File: src/hdl/dts_pkg.sv
// Package for the depth-first topological sort block.
// Types, sizes and codes shared by the memory, search engine and top level.
package dts_pkg;
   localparam int NUM_VERTICES = 16;
   localparam int VW = $clog2(NUM_VERTICES);
   localparam int CW = $clog2(NUM_VERTICES + 1);

   typedef logic [1:0] op_type;
   localparam op_type OP_ADD   = 2'd0;
   localparam op_type OP_CLEAR = 2'd1;
   localparam op_type OP_SORT  = 2'd2;

   typedef enum logic [2:0] {
      ST_IDLE, ST_CLEAR, ST_ROOT, ST_READ, ST_STEP, ST_EMIT
   } state_type;

   typedef struct packed {
      logic                    we;
      logic [VW-1:0]           waddr;
      logic [NUM_VERTICES-1:0] wdata;
      logic [VW-1:0]           raddr;
   } adj_cmd_type;
endpackage

File: src/hdl/dts_adj_mem.sv
// Adjacency matrix memory: one row per source vertex, registered read.
// Depends on dts_pkg.
module dts_adj_mem import dts_pkg::*; (
   input  logic                    clock,
   input  adj_cmd_type             cmd,
   output logic [NUM_VERTICES-1:0] rdata
);
   logic [NUM_VERTICES-1:0] mem [NUM_VERTICES];
   always_ff @(posedge clock) begin
      if (cmd.we) mem[cmd.waddr] <= cmd.wdata;
      rdata <= mem[cmd.raddr];
   end
endmodule

File: src/hdl/dfs_topological_sort.sv
// Depth-first topological sort over an adjacency memory.
// Add arc: read row then write back. Clear: one row per cycle over all NUM_VERTICES rows.
// Sort: one memory read per stack step, each examined neighbor is read then stepped (ST_READ,
// ST_STEP), then one transaction out per cycle while rsp_stall is low. Input stalls meanwhile.
// Synchronous active-high reset sweeps the adjacency memory to zero, all NUM_VERTICES rows.
module dfs_topological_sort import dts_pkg::*; (
   input  logic          clock,
   input  logic          reset,
   input  logic          csr_write_enable,
   input  logic [4:0]    csr_write_data,
   input  logic          req_valid,
   output logic          req_stall,
   input  logic [1:0]    req_operation,
   input  logic [3:0]    req_from_vertex,
   input  logic [3:0]    req_to_vertex,
   output logic          rsp_valid,
   input  logic          rsp_stall,
   output logic [3:0]    rsp_vertex,
   output logic          rsp_has_cycle,
   output logic          rsp_last
);
   logic [4:0] vcount_ff;
   state_type state_ff, state_in;
   logic [VW-1:0] cnt_ff, cnt_in;           // clear sweep row / root / emit index
   logic [CW-1:0] sp_ff, sp_in;             // stack depth
   logic [CW-1:0] fin_ff, fin_in;           // finish count
   logic [NUM_VERTICES-1:0] vis_ff, vis_in, done_ff, done_in;
   logic cyc_ff, cyc_in;
   logic add_ff, add_in;                    // pending arc write-back
   logic [VW-1:0] afrom_ff, afrom_in, ato_ff, ato_in;
   // search stack: vertex and next neighbor per frame (register file, top read only)
   logic [VW-1:0] stv_ff [NUM_VERTICES];
   logic [CW-1:0] stn_ff [NUM_VERTICES];
   logic [VW-1:0] ord_ff [NUM_VERTICES];
   logic st_we, ord_we;
   logic [VW-1:0] st_wa, st_wv;
   logic [CW-1:0] st_wn;
   adj_cmd_type cmd;
   logic [NUM_VERTICES-1:0] row, inuse, cand;
   logic [CW-1:0] vc;
   logic [VW-1:0] topv, nsel, eidx;
   logic [CW-1:0] topn;
   logic found;

   dts_adj_mem u_mem (.clock(clock), .cmd(cmd), .rdata(row));

   always_comb begin
      vc = (vcount_ff == 5'd0) ? CW'(1) :
           (32'(vcount_ff) > NUM_VERTICES) ? CW'(NUM_VERTICES) : CW'(vcount_ff);
      for (int i = 0; i < NUM_VERTICES; i++) inuse[i] = (i < vc);
   end

   assign topv = stv_ff[VW'(sp_ff - CW'(1))];
   assign topn = stn_ff[VW'(sp_ff - CW'(1))];

   // lowest set neighbor at or above topn: priority encoder over one row
   always_comb begin
      found = 1'b0;
      nsel = '0;
      for (int i = 0; i < NUM_VERTICES; i++) cand[i] = row[i] & inuse[i] & (i >= topn);
      for (int i = NUM_VERTICES - 1; i >= 0; i--)
         if (cand[i]) begin found = 1'b1; nsel = VW'(i); end
   end

   assign eidx = VW'(fin_ff - CW'(1) - CW'(cnt_ff));
   assign req_stall = (state_ff != ST_IDLE) || add_ff;
   assign rsp_valid = (state_ff == ST_EMIT);
   assign rsp_has_cycle = cyc_ff || (fin_ff == '0);
   assign rsp_vertex = rsp_has_cycle ? 4'd0 : 4'(ord_ff[eidx]);
   assign rsp_last = rsp_has_cycle || (CW'(cnt_ff) + CW'(1) == fin_ff);

   always_comb begin
      state_in = state_ff; cnt_in = cnt_ff; sp_in = sp_ff; fin_in = fin_ff;
      vis_in = vis_ff; done_in = done_ff; cyc_in = cyc_ff;
      add_in = 1'b0; afrom_in = afrom_ff; ato_in = ato_ff;
      cmd = '{we: 1'b0, waddr: '0, wdata: '0, raddr: '0};
      st_we = 1'b0; st_wa = '0; st_wv = '0; st_wn = '0; ord_we = 1'b0;
      case (state_ff)
         ST_IDLE: begin
            if (add_ff) begin
               cmd.we = 1'b1; cmd.waddr = afrom_ff;
               cmd.wdata = row | (NUM_VERTICES'(1) << ato_ff);
            end else if (req_valid) begin
               case (req_operation)
                  OP_ADD: begin
                     if (CW'(req_from_vertex) < vc && CW'(req_to_vertex) < vc) begin
                        add_in = 1'b1;
                        afrom_in = VW'(req_from_vertex); ato_in = VW'(req_to_vertex);
                        cmd.raddr = VW'(req_from_vertex);
                     end
                  end
                  OP_CLEAR: begin state_in = ST_CLEAR; cnt_in = '0; end
                  OP_SORT: begin
                     state_in = ST_ROOT; cnt_in = '0; sp_in = '0; fin_in = '0;
                     vis_in = '0; done_in = '0; cyc_in = 1'b0;
                  end
                  default: ;
               endcase
            end
         end
         ST_CLEAR: begin
            cmd.we = 1'b1; cmd.waddr = cnt_ff;
            cnt_in = cnt_ff + VW'(1);
            if (cnt_ff == VW'(NUM_VERTICES - 1)) state_in = ST_IDLE;
         end
         ST_ROOT: begin
            if (CW'(cnt_ff) >= vc) begin
               state_in = ST_EMIT; cnt_in = '0;
            end else if (vis_ff[cnt_ff]) begin
               if (cnt_ff == VW'(NUM_VERTICES - 1)) begin state_in = ST_EMIT; cnt_in = '0; end
               else cnt_in = cnt_ff + VW'(1);
            end else begin
               st_we = 1'b1; st_wa = VW'(sp_ff); st_wv = cnt_ff; st_wn = '0;
               sp_in = sp_ff + CW'(1); vis_in[cnt_ff] = 1'b1;
               cmd.raddr = cnt_ff; state_in = ST_STEP;
            end
         end
         ST_READ: begin
            cmd.raddr = topv; state_in = ST_STEP;
         end
         ST_STEP: begin
            if (found) begin
               st_we = 1'b1; st_wa = VW'(sp_ff - CW'(1)); st_wv = topv;
               st_wn = CW'(nsel) + CW'(1);
               if (!vis_ff[nsel]) begin
                  st_wa = VW'(sp_ff - CW'(1));
                  vis_in[nsel] = 1'b1;
                  sp_in = sp_ff + CW'(1);
               end else if (!done_ff[nsel]) cyc_in = 1'b1;
               state_in = ST_READ;
            end else begin
               done_in[topv] = 1'b1; ord_we = 1'b1;
               fin_in = fin_ff + CW'(1); sp_in = sp_ff - CW'(1);
               state_in = (sp_ff == CW'(1)) ? ST_ROOT : ST_READ;
            end
         end
         ST_EMIT: begin
            if (!rsp_stall) begin
               cnt_in = cnt_ff + VW'(1);
               if (rsp_last) state_in = ST_IDLE;
            end
         end
         default: state_in = ST_IDLE;
      endcase
      if (reset) cmd.we = 1'b1;
   end

   // push writes the child frame above the updated parent
   always_ff @(posedge clock) begin
      if (st_we) begin
         stv_ff[st_wa] <= st_wv; stn_ff[st_wa] <= st_wn;
      end
      if (state_ff == ST_STEP && found && !vis_ff[nsel]) begin
         stv_ff[VW'(sp_ff)] <= nsel; stn_ff[VW'(sp_ff)] <= '0;
      end
      if (ord_we) ord_ff[VW'(fin_ff)] <= topv;
      afrom_ff <= afrom_in; ato_ff <= ato_in;
   end

   always_ff @(posedge clock) begin
      if (reset) begin
         state_ff <= ST_CLEAR; cnt_ff <= '0; sp_ff <= '0; fin_ff <= '0;
         vis_ff <= '0; done_ff <= '0; cyc_ff <= 1'b0; add_ff <= 1'b0;
         vcount_ff <= 5'd16;
      end else begin
         state_ff <= state_in; cnt_ff <= cnt_in; sp_ff <= sp_in; fin_ff <= fin_in;
         vis_ff <= vis_in; done_ff <= done_in; cyc_ff <= cyc_in; add_ff <= add_in;
         if (csr_write_enable) vcount_ff <= csr_write_data;
      end
   end

`ifndef SYNTHESIS
   a_stall_busy: assert property (@(posedge clock) disable iff (reset)
      (state_ff != ST_IDLE) |-> req_stall) else $error("input accepted while busy");
   a_sp_bound: assert property (@(posedge clock) disable iff (reset)
      sp_ff <= CW'(NUM_VERTICES)) else $error("stack overflow");
   a_emit_end: assert property (@(posedge clock) disable iff (reset)
      (rsp_valid && !rsp_stall && rsp_last) |=> (state_ff == ST_IDLE))
      else $error("emit did not end");
`endif
endmodule
File: config.mk
export PLATFORM = sky130hd
export DESIGN_NAME = dfs_topological_sort
export DESIGN_NICKNAME = d
export VERILOG_FILES = /design/src/hdl/dts_pkg.sv /design/src/hdl/dts_adj_mem.sv /design/src/hdl/dfs_topological_sort.sv
export SDC_FILE = /design/constraint.sdc
export NUM_CORES = 1
export LEC_CHECK = 0
export ABC_CLOCK_PERIOD_IN_PS = 7650
export BUFFER_PORTS_ARGS = -buffer_cell sky130_fd_sc_hd__buf_2
export CORE_MARGIN = 1.5
export CORE_UTILIZATION = 43
export DETAILED_ROUTE_END_ITERATION = 12
export GPL_TIMING_DRIVEN = 0
export HOLD_SLACK_MARGIN = 0.15
export PLACE_DENSITY = 0.59
export SLEW_MARGIN = 10
export SYNTH_ARGS = -nofsm -noshare
export SYNTH_HDL_FRONTEND = slang
export SYNTH_HIERARCHICAL = 1
export SYNTH_SLANG_ARGS = --single-unit
File: constraint.sdc
create_clock -name clock -period 7.65 [get_ports clock]
set_input_delay 0.765 -clock clock [delete_from_list [all_inputs] [get_ports clock]]
set_output_delay 0.765 -clock clock [all_outputs]
set_load 0.1 [all_outputs]
; Yosys cells after proc, flatten, opt, wreduce, memory -nomap -nowiden
; Memory sizes are Yosys's and may differ from the RTL's. A register that Yosys moved wholly into a read port is not among the register bits.
; Index checks and enable logic that the tools add are counted.
[classes]
n_mux = 128
n_bitwise = 40
n_reduce_logical = 27
shifts = 1
eq_ne = 28
add_sub_neg = 8
n_lt_le_gt_ge = 42
[op_table]
columns = cell, n
row1 = $mux W16, 9
row2 = $mux W4, 34
row3 = $or A16 B16 Y16, 4
row4 = $mux W5, 12
row5 = $pmux W16 S3, 1
row6 = $mux W1, 45
row7 = $ge A4 B5 Y1 const A, 8
row8 = $lt A4 B5 Y1 const A, 8
row9 = $and A1 B1 Y1, 32
row10 = $pmux W16 S2, 1
row11 = $mux W3, 8
row12 = $ne A2 B2 Y1 const B, 12
row13 = $mux W21, 1
row14 = $reduce_and A7 Y1, 3
row15 = $ge A3 B5 Y1 const A, 4
row16 = $lt A3 B5 Y1 const A, 4
row17 = $pmux W5 S2, 2
row18 = $pmux W3 S6, 1
row19 = $pmux W4 S2, 2
row20 = $pmux W4 S4, 1
row21 = $shl A1 B4 Y16 const A, 1
row22 = $lt A4 B5 Y1 const B, 3
row23 = $pmux W5 S3, 1
row24 = $bmux W1 S4, 3
row25 = other kinds (45), 74
[totals]
memories = 4
mem_bits_rw = 464
output_inout_bits = 8
reg_bits = 64
[mem_list]
columns = memory, depth, word_bits, rd, rd_ports_with_merged_regs, write_ports, line
row1 = u_mem.mem, 16, 16, 1, 1, 1, dts_adj_mem.sv:8  ; logic [NUM_VERTICES-1:0] mem [NUM_VERTICES];
row2 = stn_ff, 16, 5, 1, 0, 2, dfs_topological_sort.sv:33  ; logic [CW-1:0] stn_ff [NUM_VERTICES];
row3 = ord_ff, 16, 4, 1, 0, 1, dfs_topological_sort.sv:34  ; logic [VW-1:0] ord_ff [NUM_VERTICES];
row4 = stv_ff, 16, 4, 1, 0, 2, dfs_topological_sort.sv:32  ; logic [VW-1:0] stv_ff [NUM_VERTICES];

; Longest topological paths before layout
; Gate-level depths: netlist (run 1).
[logic_depth]
word_depth = 30
ltp_mapped = 26
ltp_nobuf = 16

; Hierarchy
; The synthesis (run 1) kept the hierarchy.
[modules_own_cells]
columns = module, area_per_inst_um2, seq_area_each_um2, cells_each, n_inst
row1 = dfs_topological_sort, 14880.5, 6806.5, 1338, 1
row2 = dts_adj_mem, 10042.1, 8007.7, 432, 1

; Worst setup path before layout (run 1)
; OpenSTA, ideal clock, no wires.
[synth_path]
kind = register -> register
from = register sp_ff[0]
to = memory stn_ff[11][2] in the netlist's numbering
arrival_time_ps = 6164
path_stages_with_launch = 26
setup_ps = 66
path_slack_ps = 1420
period_less_slack_ps = 6230
path_cell_list = dfxtp_1 > buf_4 > buf_6 > buf_1 > clkbuf_1 > inv_1 > ha_1 > buf_1 > mux4_2 > mux2i_1 > mux2i_1 > nand4_1 > o21a_1 > a2111oi_1 > or3_1 > buf_2 > buf_6 > clkbuf_1 > clkbuf_1 > inv_1 > ha_1 > xor2_1 > nor2_1 > clkbuf_1 > mux2i_1 > nor2_1
[synth_lines]
columns = element, line
row1 = from (decl), dfs_topological_sort.sv:25  ; logic [CW-1:0] sp_ff, sp_in;
row2 = from (signal assigned), dfs_topological_sort.sv:166  ; state_ff <= state_in; cnt_ff <= cnt_in; sp_ff <= sp_in; fin_ff <= fin_in;
row3 = to (decl), dfs_topological_sort.sv:33

==> out/summary.txt, run 1 <==
Hold Crit Class: in2reg
die height: 244 microns
CP max FO: 19
nature of the critical path endpoint: flip-flop
Area contributors post-synth: edfxtp_1 47%, dfxtp_1 12%, mux4_2 10%, mux2i_1 7.2%, nor2_1 2.9%
Yosys reg bits: 544
DP Wirelength: 46.0 mm
Die ar.: 0.0594 sq mm
commonest register cell after synthesis: edfxtp_1
clk root buf: clkbuf_16
setup bufs post-CTS: 0
area share of the largest cell type after synthesis: 47.2%
status: finished clean
1st-iter DRT viols: 1214
Vias: 15700
core area: 0.0575 sq mm
static leakage: 9.37 nW
Worst-path clk slew: 60 ps
global-route wire length before repair: 97.8 mm
Yosys top cell by area: edfxtp_1
Avg WL per Cell: 23.9 microns
Diodes inserted: 0
number of synthesized flops with an enable pin: 392
dpl cells: 2581
number of max-cap violations: 0
num ports: 28
Worst EP arrival: 7500 ps
CP required: 7900 ps
Critical Path Source Type: flip-flop
# nets final: 1925
Overall Power: 0.00730 W
CTS tree: done
worst-margin pin slew: 1150 ps
antenna-violating nets left: 0
Synth Instances: 1770
worst vdd ir: 0.000196 V
CTS Buffer Depth: 3
Cell Area, Synth: 0.0249 sq mm
site row count: 88
Synth cell types: 85
Tmin final: 7240 ps
routed vias/inst: 5.86
layout cells sized above 1: 18.0%
Die Width: 244 microns
all-layer global routing usage: 21.6%
Final TNS setup: 0 ps
initial antenna violation count: 0
final std cells w/o fill: 2687
pin count of the biggest net entering global routing: 23
clock sink total: 544
sequential area share after synthesis: 59.4%
Num CTS Buffers: 57
Final Routed Wirelength: 64.2 mm
H-tree Lvls: 2
Clock Skew: 21.5 ps
Slew Limit Headroom: 23.1%
buffers added on ports: 26
Area growth syn-to-layout: 13.2%
final worst-path cycle share: 94.7%
# DRC: 0
crit path kind: reg2reg
Detailed Routing Iterations Pass 1: 6
Final setup violation count: 0
pins over their slew limit: 0
Starting Density: 43.4%
Fmax: 0.138 GHz
Avg Inst Size Synth: 14.1 sq um
unrepaired setup endpoints after global routing: no
P per Cell Area: 259 mW/mm^2
Finished Core Util: 49.1%
vias in the first global route: 15800
global route overflow: 0
asr flop ratio synth: 0%
GP Congestion: 0.949
Yosys warning count: 6
clock latency on the worst-skew pair: 630 ps
Final Hold Violating Endpoints: 0
post-synthesis net count: 1822
## per-layer routing
metal	up-vias	track usage (%)	share of wire (%)
met2	502	36.0	49
met1	8028	29.3	44
met5	-	0	0
met4	0	6.68	2.6
li1	7094	-	-
met3	117	3.13	5.1
## critical path, stage by stage (launching register included)
cell and delay, ps:
dfxtp_1 450, buf_4 290, buf_6 240, clkbuf_4 390, inv_1 160, ha_1 220, buf_2 190, xnor2_1 860
nor3_1 230, o21ai_0 380, nand4_1 220, a32oi_2 310, or4b_1 560, o21ai_0 550, o22ai_1 190, a222oi_1 600
o21ai_1 520, o21ai_0 470
## what timing repair did
item,CTS,global route
hold buffers,0,0
setup endpoints to repair,244,198
gates resized for setup,15,9
hold endpoints to repair,0,0
gates cloned,0,0
## logic make-up (layout without fill, tap and decap cells)
group / Yosys count / count (layout) / share of synthesized area [%]
compound gates: 283 / 283 / 7.96
xor+xnor: 11 / 11 / 0.387
mux: 316 / 316 / 19.3
simple gates: 452 / 452 / 8.85
flops: 544 / 544 / 59.4
fa+ha+maj: 32 / 32 / 1.64
buf+inv: 132 / 284 / 2.41
## Yosys cell counts, types with 7 or more instances
cell and count:
edfxtp_1 392, nor2_1 192, mux2i_1 179, dfxtp_1 152
mux4_2 115, nand2_1 79, clkbuf_1 64, o21ai_0 56
a21oi_1 55, a22oi_1 40, ha_1 31, nor3_1 31
inv_1 27, nand3_1 26, nor2b_1 21, a211oi_1 19
a22o_1 19, buf_1 17, nand2b_1 16, and2_1 15
a31oi_1 12, buf_6 10, mux4_1 10, nor2_4 10
o21a_1 10, and3_1 9, mux2_2 9, nand4_1 8
o31ai_1 8, or3_1 8, a21o_1 7, buf_2 7
xor2_1 7
## worst paths after layout
path	slack [ps]	cells past startpoint	from	end
setup / recovery	410	17	sp_ff[0]	stv_ff[3][3]
setup reg to reg	410	17	sp_ff[0]	stv_ff[3][3]
hold / removal	360	1	req_to_vertex[1]	ato_ff[1]
hold reg to reg	460	2	done_ff[9]	done_ff[9]
## registers in the layout (all words and copies together), names as in the netlist
signal and count:
stv_ff 64, sp_ff 5, u_mem/mem 256, stn_ff 80, cnt_ff 4, cyc_ff 1, state_ff 3, fin_ff 5
ord_ff 64, vcount_ff 5, vis_ff 16, add_ff 1, afrom_ff 4, ato_ff 4, u_mem/rdata 16, done_ff 16
## metrics by stage
stage | setup slack (ps) | cell area [sq um] | hold WS (ps)
5_1_grt | 5.67 | 28200 | 354
2_1_floorplan | 1420 | 24900 | 433
3_5_place_dp | -1430 | 26300 | 457
6_report | 405 | 28200 | 360
3_3_place_gp | -1400 | 26000 | 446
4_1_cts | 7.16 | 28200 | 341
## report_power, final
group / internal, W / total [W] / switching (W)
Combinational: 0.000410 / 0.00119 / 0.000783
Sequential: 0.00325 / 0.00331 / 0.0000637
Clock: 0.00163 / 0.00280 / 0.00117
Total: 0.00528 / 0.00730 / 0.00202
## cells in the final DEF (no fill, tap or decap), drive strengths merged, types with 7 or more instances in the layout
cell type and count:
a211oi 19, nand2b 16, buf 85, a21o 7, a31oi 12, dfxtp 152
a22o 19, and3 9, nand4 8, or2 10, nor2b 21, a22oi 40
o21a 10, nand2 79, mux2i 182, a21oi 55, edfxtp 392, mux2 9
or3 8, and2 16, nor2 204, o21ai 59, nor3 35, nand3 26
clkbuf 141, mux4 125, clkinv 19, xor2 7, inv 30, ha 31
o31ai 8
## layout make-up
cell class	instances	area [sq um]
Clock buffer	78	1590
Buffer	102	500
Tap cell	765	957
Sequential cell	544	14800
Inverter	28	105
Multi-Input combinational cell	1094	9580
Timing Repair Buffer	46	367
Clock inverter	30	310
Fill cell	4960	29300
No activity file was read; power rests on OpenSTA's default activity.
==> run 2: changes to the inputs <==
--- a/config.mk
+++ b/config.mk
@@ -13,6 +13,7 @@
 export GPL_TIMING_DRIVEN = 0
 export HOLD_SLACK_MARGIN = 0.15
 export PLACE_DENSITY = 0.59
+export REMOVE_ABC_BUFFERS = 1
 export SLEW_MARGIN = 10
 export SYNTH_ARGS = -nofsm -noshare
 export SYNTH_HDL_FRONTEND = slang
==> out/summary.txt, run 2 (same netlist as run 1, synthesis figures left out) <==
worst vdd ir: 0.000200 V (was 0.000196 V)
Critical Path Source Type: flip-flop (unchanged)
Largest regs: u_mem/mem (256), stn_ff (80) (unchanged)
Fmax: 0.138 GHz (about the same)
Starting Density: 43.4% (unchanged)
status: finished clean (unchanged)
fin area: 0.0281 sq mm (was 0.0282 sq mm)
Clock Skew: 34.4 ps (was 21.5 ps)
# DRC: 0 (unchanged)
most frequent cells in the layout: 392 x edfxtp_1, 179 x mux2i_1, 174 x nor2_1 (was 392 x edfxtp_1, 178 x mux2i_1, 177 x nor2_1)
commonest non-fill, non-tap cell in the layout: edfxtp_1 (unchanged)
WHS: 353 ps (was 360 ps)
num ports: 28 (unchanged)
grt met2 use: 34.0% (was 36.0%)
number of max-cap violations: 0 (unchanged)
# nets final: 1844 (was 1925)
crit path kind: reg2reg (unchanged)
die height: 244 microns (unchanged)
slowest stage cell, crit path: o21ai_0 (was xnor2_1)
nature of the critical path endpoint: flip-flop (unchanged)
GRT Max-Usage Layer: met2 (unchanged)
switch share: 27.6% (was 27.7%)
clock power share: 38.0% (was 38.3%)
clk root buf: clkbuf_16 (unchanged)
met1 Resource Use GR: 28.6% (was 29.3%)
Final Routed Wirelength: 60.7 mm (was 64.2 mm)
Worst-path clk slew: 60 ps (about the same)
routing usage on met3: 2.57% (was 3.13%)
Diodes inserted: 0 (unchanged)
unrepaired setup endpoints after global routing: no (unchanged)
1st-iter DRT viols: 1224 (was 1214)
CP max FO: 32 (was 19)
CP required: 7900 ps (about the same)
P_sw: 0.00198 W (was 0.00202 W)
Area growth syn-to-layout: 12.8% (was 13.2%)
clock sink total: 544 (unchanged)
final worst-path cycle share: 94.9% (was 94.7%)
Worst path top cell family by delay: compound AO/OA/AOI/OAI gates (unchanged)
routed vias/inst: 5.89 (was 5.86)
buffers added on ports: 27 (was 26)
max reg flops: 256 (unchanged)
Vias: 15300 (was 15700)
Hold Crit Class: in2reg (unchanged)
vias in the first global route: 15400 (was 15800)
Top reg by flops: u_mem/mem (unchanged)
global route overflow: 0 (unchanged)
CP peak stage delay: 810 ps (was 860 ps)
global-route wire length before repair: 93.9 mm (was 97.8 mm)
Fillers: 4956 (was 4960)
layout cells sized above 1: 19.0% (was 18.0%)
site row count: 88 (unchanged)
final std cells w/o fill: 2604 (was 2687)
Tmin final: 7260 ps (was 7240 ps)
Seq pwr share: 46.4% (was 45.3%)
P per Cell Area: 255 mW/mm^2 (was 259 mW/mm^2)
all-layer global routing usage: 20.6% (was 21.6%)
GP Congestion: 0.901 (was 0.949)
clock latency on the worst-skew pair: 640 ps (was 630 ps)
Detailed Routing Iterations Pass 1: 5 (was 6)
initial antenna violation count: 1 (was 0)
antenna-violating nets left: 0 (unchanged)
Logic pwr share: 15.7% (was 16.3%)
DP Wirelength: 41.0 mm (was 46.0 mm)
dpl cells: 2488 (was 2581)
Avg WL per Cell: 23.3 microns (was 23.9 microns)
Die ar.: 0.0594 sq mm (unchanged)
Worst EP arrival: 7520 ps (was 7500 ps)
CTS tree: done (unchanged)
CTS Buffer Depth: 3 (unchanged)
Num CTS Buffers: 55 (was 57)
core area: 0.0575 sq mm (unchanged)
Slew Limit Headroom: 27.0% (was 23.1%)
critical path buffer and inverter count: 4 (was 5)
P_int: 0.00520 W (was 0.00528 W)
pin count of the biggest net entering global routing: 36 (was 23)
Final Hold Violating Endpoints: 0 (unchanged)
pins over their slew limit: 0 (unchanged)
H-tree Lvls: 2 (unchanged)
CP cell instances: buf_12, inv_1, ha_2, buf_16, mux4_2, mux2i_1, mux2i_1, a21oi_1, o31ai_1, and3b_1, nand2_1, inv_1, a221o_1, o2111ai_4, o21ai_0 (was buf_4, buf_6, clkbuf_4, inv_1, ha_1, buf_2, xnor2_1, nor3_1, o21ai_0, nand4_1, a32oi_2, or4b_1, o21ai_0, o22ai_1, a222oi_1, o21ai_1, o21ai_0)
Overall Power: 0.00718 W (was 0.00730 W)
worst-margin pin slew: 1080 ps (was 1150 ps)
Die Width: 244 microns (unchanged)
Final setup violation count: 0 (unchanged)
static leakage: 9.30 nW (was 9.37 nW)
placed cell area: 0.0261 sq mm (was 0.0263 sq mm)
[run 2: power by group through the flow]
stage	combinational, W	sequential (W)	clock, W
2_1_floorplan	0.000759	0.00335	0
3_3_place_gp	0.00102	0.00339	0
3_5_place_dp	0.00107	0.00339	0
4_1_cts	0.00110	0.00333	0.00277
5_1_grt	0.00121	0.00334	0.00288
6_report	0.00112	0.00333	0.00273
[run 2: layout make-up]
class	instances	area [sq um]	share of cell area (%)
clock buffer	74	1510	5.37
clock inverter	30	339	1.21
inverter	28	113	0.400
multi-input combinational	1095	9690	34.5
sequential	544	14800	52.7
tap	765	957	3.40
timing repair buffer	68	694	2.47
[run 2: worst paths after layout]
| kind | from | end | slack, ps | cells after the start |
|---|---|---|---|---|
| worst max-delay path | sp_ff[0] | stv_ff[4][1] | 390 | 15 |
| worst min-delay path | req_from_vertex[1] | afrom_ff[1] | 350 | 1 |
| worst max register to register | sp_ff[0] | stv_ff[4][1] | 390 | 15 |
| worst min register to register | done_ff[10] | done_ff[10] | 470 | 2 |
[run 2: layer usage]
layer / vias to the layer above / part of all wire, %
met3: 107 / 5.2
li1: 6922 / -
met2: 477 / 49
met1: 7827 / 44
met5: - / 0
met4: 0 / 2.4
[run 2: what timing repair did]
item                       in CTS  in global routing
setup endpoints to repair      80                 28
gates resized for setup         1                  6
buffers inserted                4                  6
cloned                          1                  0
pin swaps                       2                  1
hold buffers                    0                  0
[run 2: stage by stage]
step,util (%),setup slack (ps),setup TNS (ps)
2_1_floorplan,-,-523,-45100
3_3_place_gp,44.4,-3810,-961580
3_5_place_dp,45.4,-281,-8750
4_1_cts,48.8,31.6,0
5_1_grt,48.9,7.28,0
6_report,48.9,387,0
==> run 3: changes to the inputs <==
--- a/config.mk
+++ b/config.mk
@@ -12,7 +12,6 @@
 export DETAILED_ROUTE_END_ITERATION = 12
 export GPL_TIMING_DRIVEN = 0
 export HOLD_SLACK_MARGIN = 0.15
-export PLACE_DENSITY = 0.59
 export REMOVE_ABC_BUFFERS = 1
 export SLEW_MARGIN = 10
 export SYNTH_ARGS = -nofsm -noshare
==> out/summary.txt, run 3 (same netlist as run 1, synthesis figures left out) <==
die height: 244 microns (unchanged)
Detailed Routing Iterations Pass 1: 8 (was 5)
critical hold path startpoint: req_to_vertex[0] (was req_from_vertex[1])
H-tree Lvls: 2 (unchanged)
num ports: 28 (unchanged)
CP peak stage delay: 860 ps (was 810 ps)
Final Routed Wirelength: 61.4 mm (was 60.7 mm)
Die ar.: 0.0594 sq mm (unchanged)
critical path buffer and inverter count: 4 (unchanged)
crit path from: sp_ff[0] (unchanged)
status: finished clean (unchanged)
Diodes inserted: 0 (unchanged)
routed vias/inst: 5.95 (was 5.89)
vias in the first global route: 15300 (was 15400)
Final TNS setup: 0 ps (unchanged)
routed wl met3: 3.68 mm (was 3.15 mm)
DP Wirelength: 40.2 mm (was 41.0 mm)
CP cell instances: buf_12, inv_1, ha_4, buf_16, mux4_2, mux2i_1, mux2i_4, a31o_2, a21oi_1, a2111oi_1, or3_2, a221o_1, o22ai_4, o2111ai_4, buf_16, nor3_4, or2_2 (was buf_12, inv_1, ha_2, buf_16, mux4_2, mux2i_1, mux2i_1, a21oi_1, o31ai_1, and3b_1, nand2_1, inv_1, a221o_1, o2111ai_4, o21ai_0)
Die Width: 244 microns (unchanged)
number of max-cap violations: 0 (unchanged)
worst-margin pin slew: 1220 ps (was 1080 ps)
Hold Crit Class: in2reg (unchanged)
unrepaired setup endpoints after global routing: no (unchanged)
Finished Core Util: 48.8% (was 48.9%)
Starting Density: 43.4% (unchanged)
layout cells sized above 1: 18.8% (was 19.0%)
all-layer global routing usage: 20.3% (was 20.6%)
clock sink total: 544 (unchanged)
Top reg by flops: u_mem/mem (unchanged)
critical path's most frequent cell: buf_16
initial antenna violation count: 0 (was 1)
WHS: 350 ps (was 353 ps)
slowest stage cell, crit path: or3_2 (was o21ai_0)
pins over their slew limit: 0 (unchanged)
most frequent cells in the layout: 392 x edfxtp_1, 179 x mux2i_1, 174 x nor2_1 (unchanged)
Avg WL per Cell: 23.6 microns (was 23.3 microns)
Fillers: 4945 (was 4956)
Vias: 15500 (was 15300)
max reg flops: 256 (unchanged)
Num CTS Buffers: 55 (unchanged)
P per Cell Area: 257 mW/mm^2 (was 255 mW/mm^2)
Area growth syn-to-layout: 12.5% (was 12.8%)
# nets final: 1839 (was 1844)
final worst-path cycle share: 94.6% (was 94.9%)
site row count: 88 (unchanged)
# DRC: 0 (unchanged)
worst vdd ir: 0.000201 V (was 0.000200 V)
wire length on met2: 29.6 mm (was 29.5 mm)
clock latency on the worst-skew pair: 620 ps (was 640 ps)
core area: 0.0575 sq mm (unchanged)
CP max FO: 33 (was 32)
Slew Limit Headroom: 17.8% (was 27.0%)
Worst EP arrival: 7550 ps (was 7520 ps)
Fmax: 0.138 GHz (about the same)
1st-iter DRT viols: 1278 (was 1224)
CTS tree: done (unchanged)
commonest non-fill, non-tap cell in the layout: edfxtp_1 (unchanged)
Final setup violation count: 0 (unchanged)
area of the multi-input gates: 0.00970 sq mm (was 0.00969 sq mm)
static leakage: 9.23 nW (was 9.30 nW)
buffers added on ports: 27 (unchanged)
CP required: 7970 ps (was 7900 ps)
pin count of the biggest net entering global routing: 38 (was 36)
Final Hold Violating Endpoints: 0 (unchanged)
global route overflow: 0 (unchanged)
Tmin final: 7240 ps (was 7260 ps)
Worst path top cell family by delay: compound AO/OA/AOI/OAI gates (unchanged)
crit path kind: reg2reg (unchanged)
M1 WL: 26.6 mm (was 26.5 mm)
clk root buf: clkbuf_16 (unchanged)
antenna-violating nets left: 0 (unchanged)
Largest regs: u_mem/mem (256), stn_ff (80) (unchanged)
nature of the critical path endpoint: flip-flop (unchanged)
max layer used: met4 (unchanged)
Clock Skew: 26.7 ps (was 34.4 ps)
global-route wire length before repair: 92.5 mm (was 93.9 mm)
Overall Power: 0.00721 W (was 0.00718 W)
Hold Buf Count CTS: 0 (unchanged)
CTS Buffer Depth: 3 (unchanged)
sequential cell area: 0.0148 sq mm (unchanged)
Worst-path clk slew: 60 ps (about the same)
RR Startpoint: sp_ff[0] (unchanged)
Critical Path Source Type: flip-flop (unchanged)
GP Congestion: 0.859 (was 0.901)
==> run 3: changes by cell type in the layout (fill, tap and decap cells not counted), sizes merged <==
cell	delta
clkinv	-10
inv	-1
buf	-5
bufinv	-1
a2bb2oi	+1
clkbuf	+9
clkinvlp	+3
o2111ai	-1
==> run 3: where the power goes <==
| part | switching, W | total, W | internal, W | leakage, nW |
|---|---|---|---|---|
| sequential | 0.0000832 | 0.00333 | 0.00325 | 4.58 |
| combinational | 0.000764 | 0.00118 | 0.000415 | 3.77 |
| clock | 0.00114 | 0.00270 | 0.00156 | 0.884 |
| total | 0.00199 | 0.00721 | 0.00522 | 9.23 |
==> run 3: final timing paths <==
path         slack [ps]            end  cells after the start
max                 410  stv_ff[13][0]                     17
min                 350      ato_ff[0]                      1
max reg2reg         410  stv_ff[13][0]                     17
min reg2reg         470     done_ff[6]                      2
==> run 3: metal layers <==
layer	global-route usage, %	up-vias
li1	-	6929
met1	28.0	7924
met2	33.3	518
met3	3.19	103
met4	5.68	0
met5	0	-
==> run 3: layout make-up <==
type	count	area share [%]
Clock inverter	21	0.946
Sequential cell	544	52.8
Clock buffer	83	5.57
Tap cell	765	3.41
Timing Repair Buffer	63	2.24
Multi-Input combinational cell	1095	34.6
Inverter	28	0.401
==> run 3: stage by stage <==
step	instances	worst slack, ps	cell area [sq um]
6_report	2599	414	28000
3_3_place_gp	2458	-3770	25500
3_5_place_dp	2487	-389	26100
2_1_floorplan	1666	-523	24400
5_1_grt	2599	67.3	28000
4_1_cts	2596	-36.7	28000
==> run 3: worst reg2reg max path, stage by stage, from the launching register on <==
cell	delay (ps)
dfxtp_4	610
buf_12	290
inv_1	180
ha_4	540
buf_16	230
mux4_2	340
mux2i_1	500
mux2i_4	240
a31o_2	260
a21oi_1	390
a2111oi_1	110
or3_2	860
a221o_1	530
o22ai_4	270
o2111ai_4	400
buf_16	330
nor3_4	570
or2_2	290
==> run 3: repair_timing <==
item,4_1_cts,5_1_grt
pin swaps,2,1
gates cloned,0,1
hold endpoints to repair,0,0
buffers inserted,5,0
endpoints found under the setup margin,105,36
resized for setup,3,2
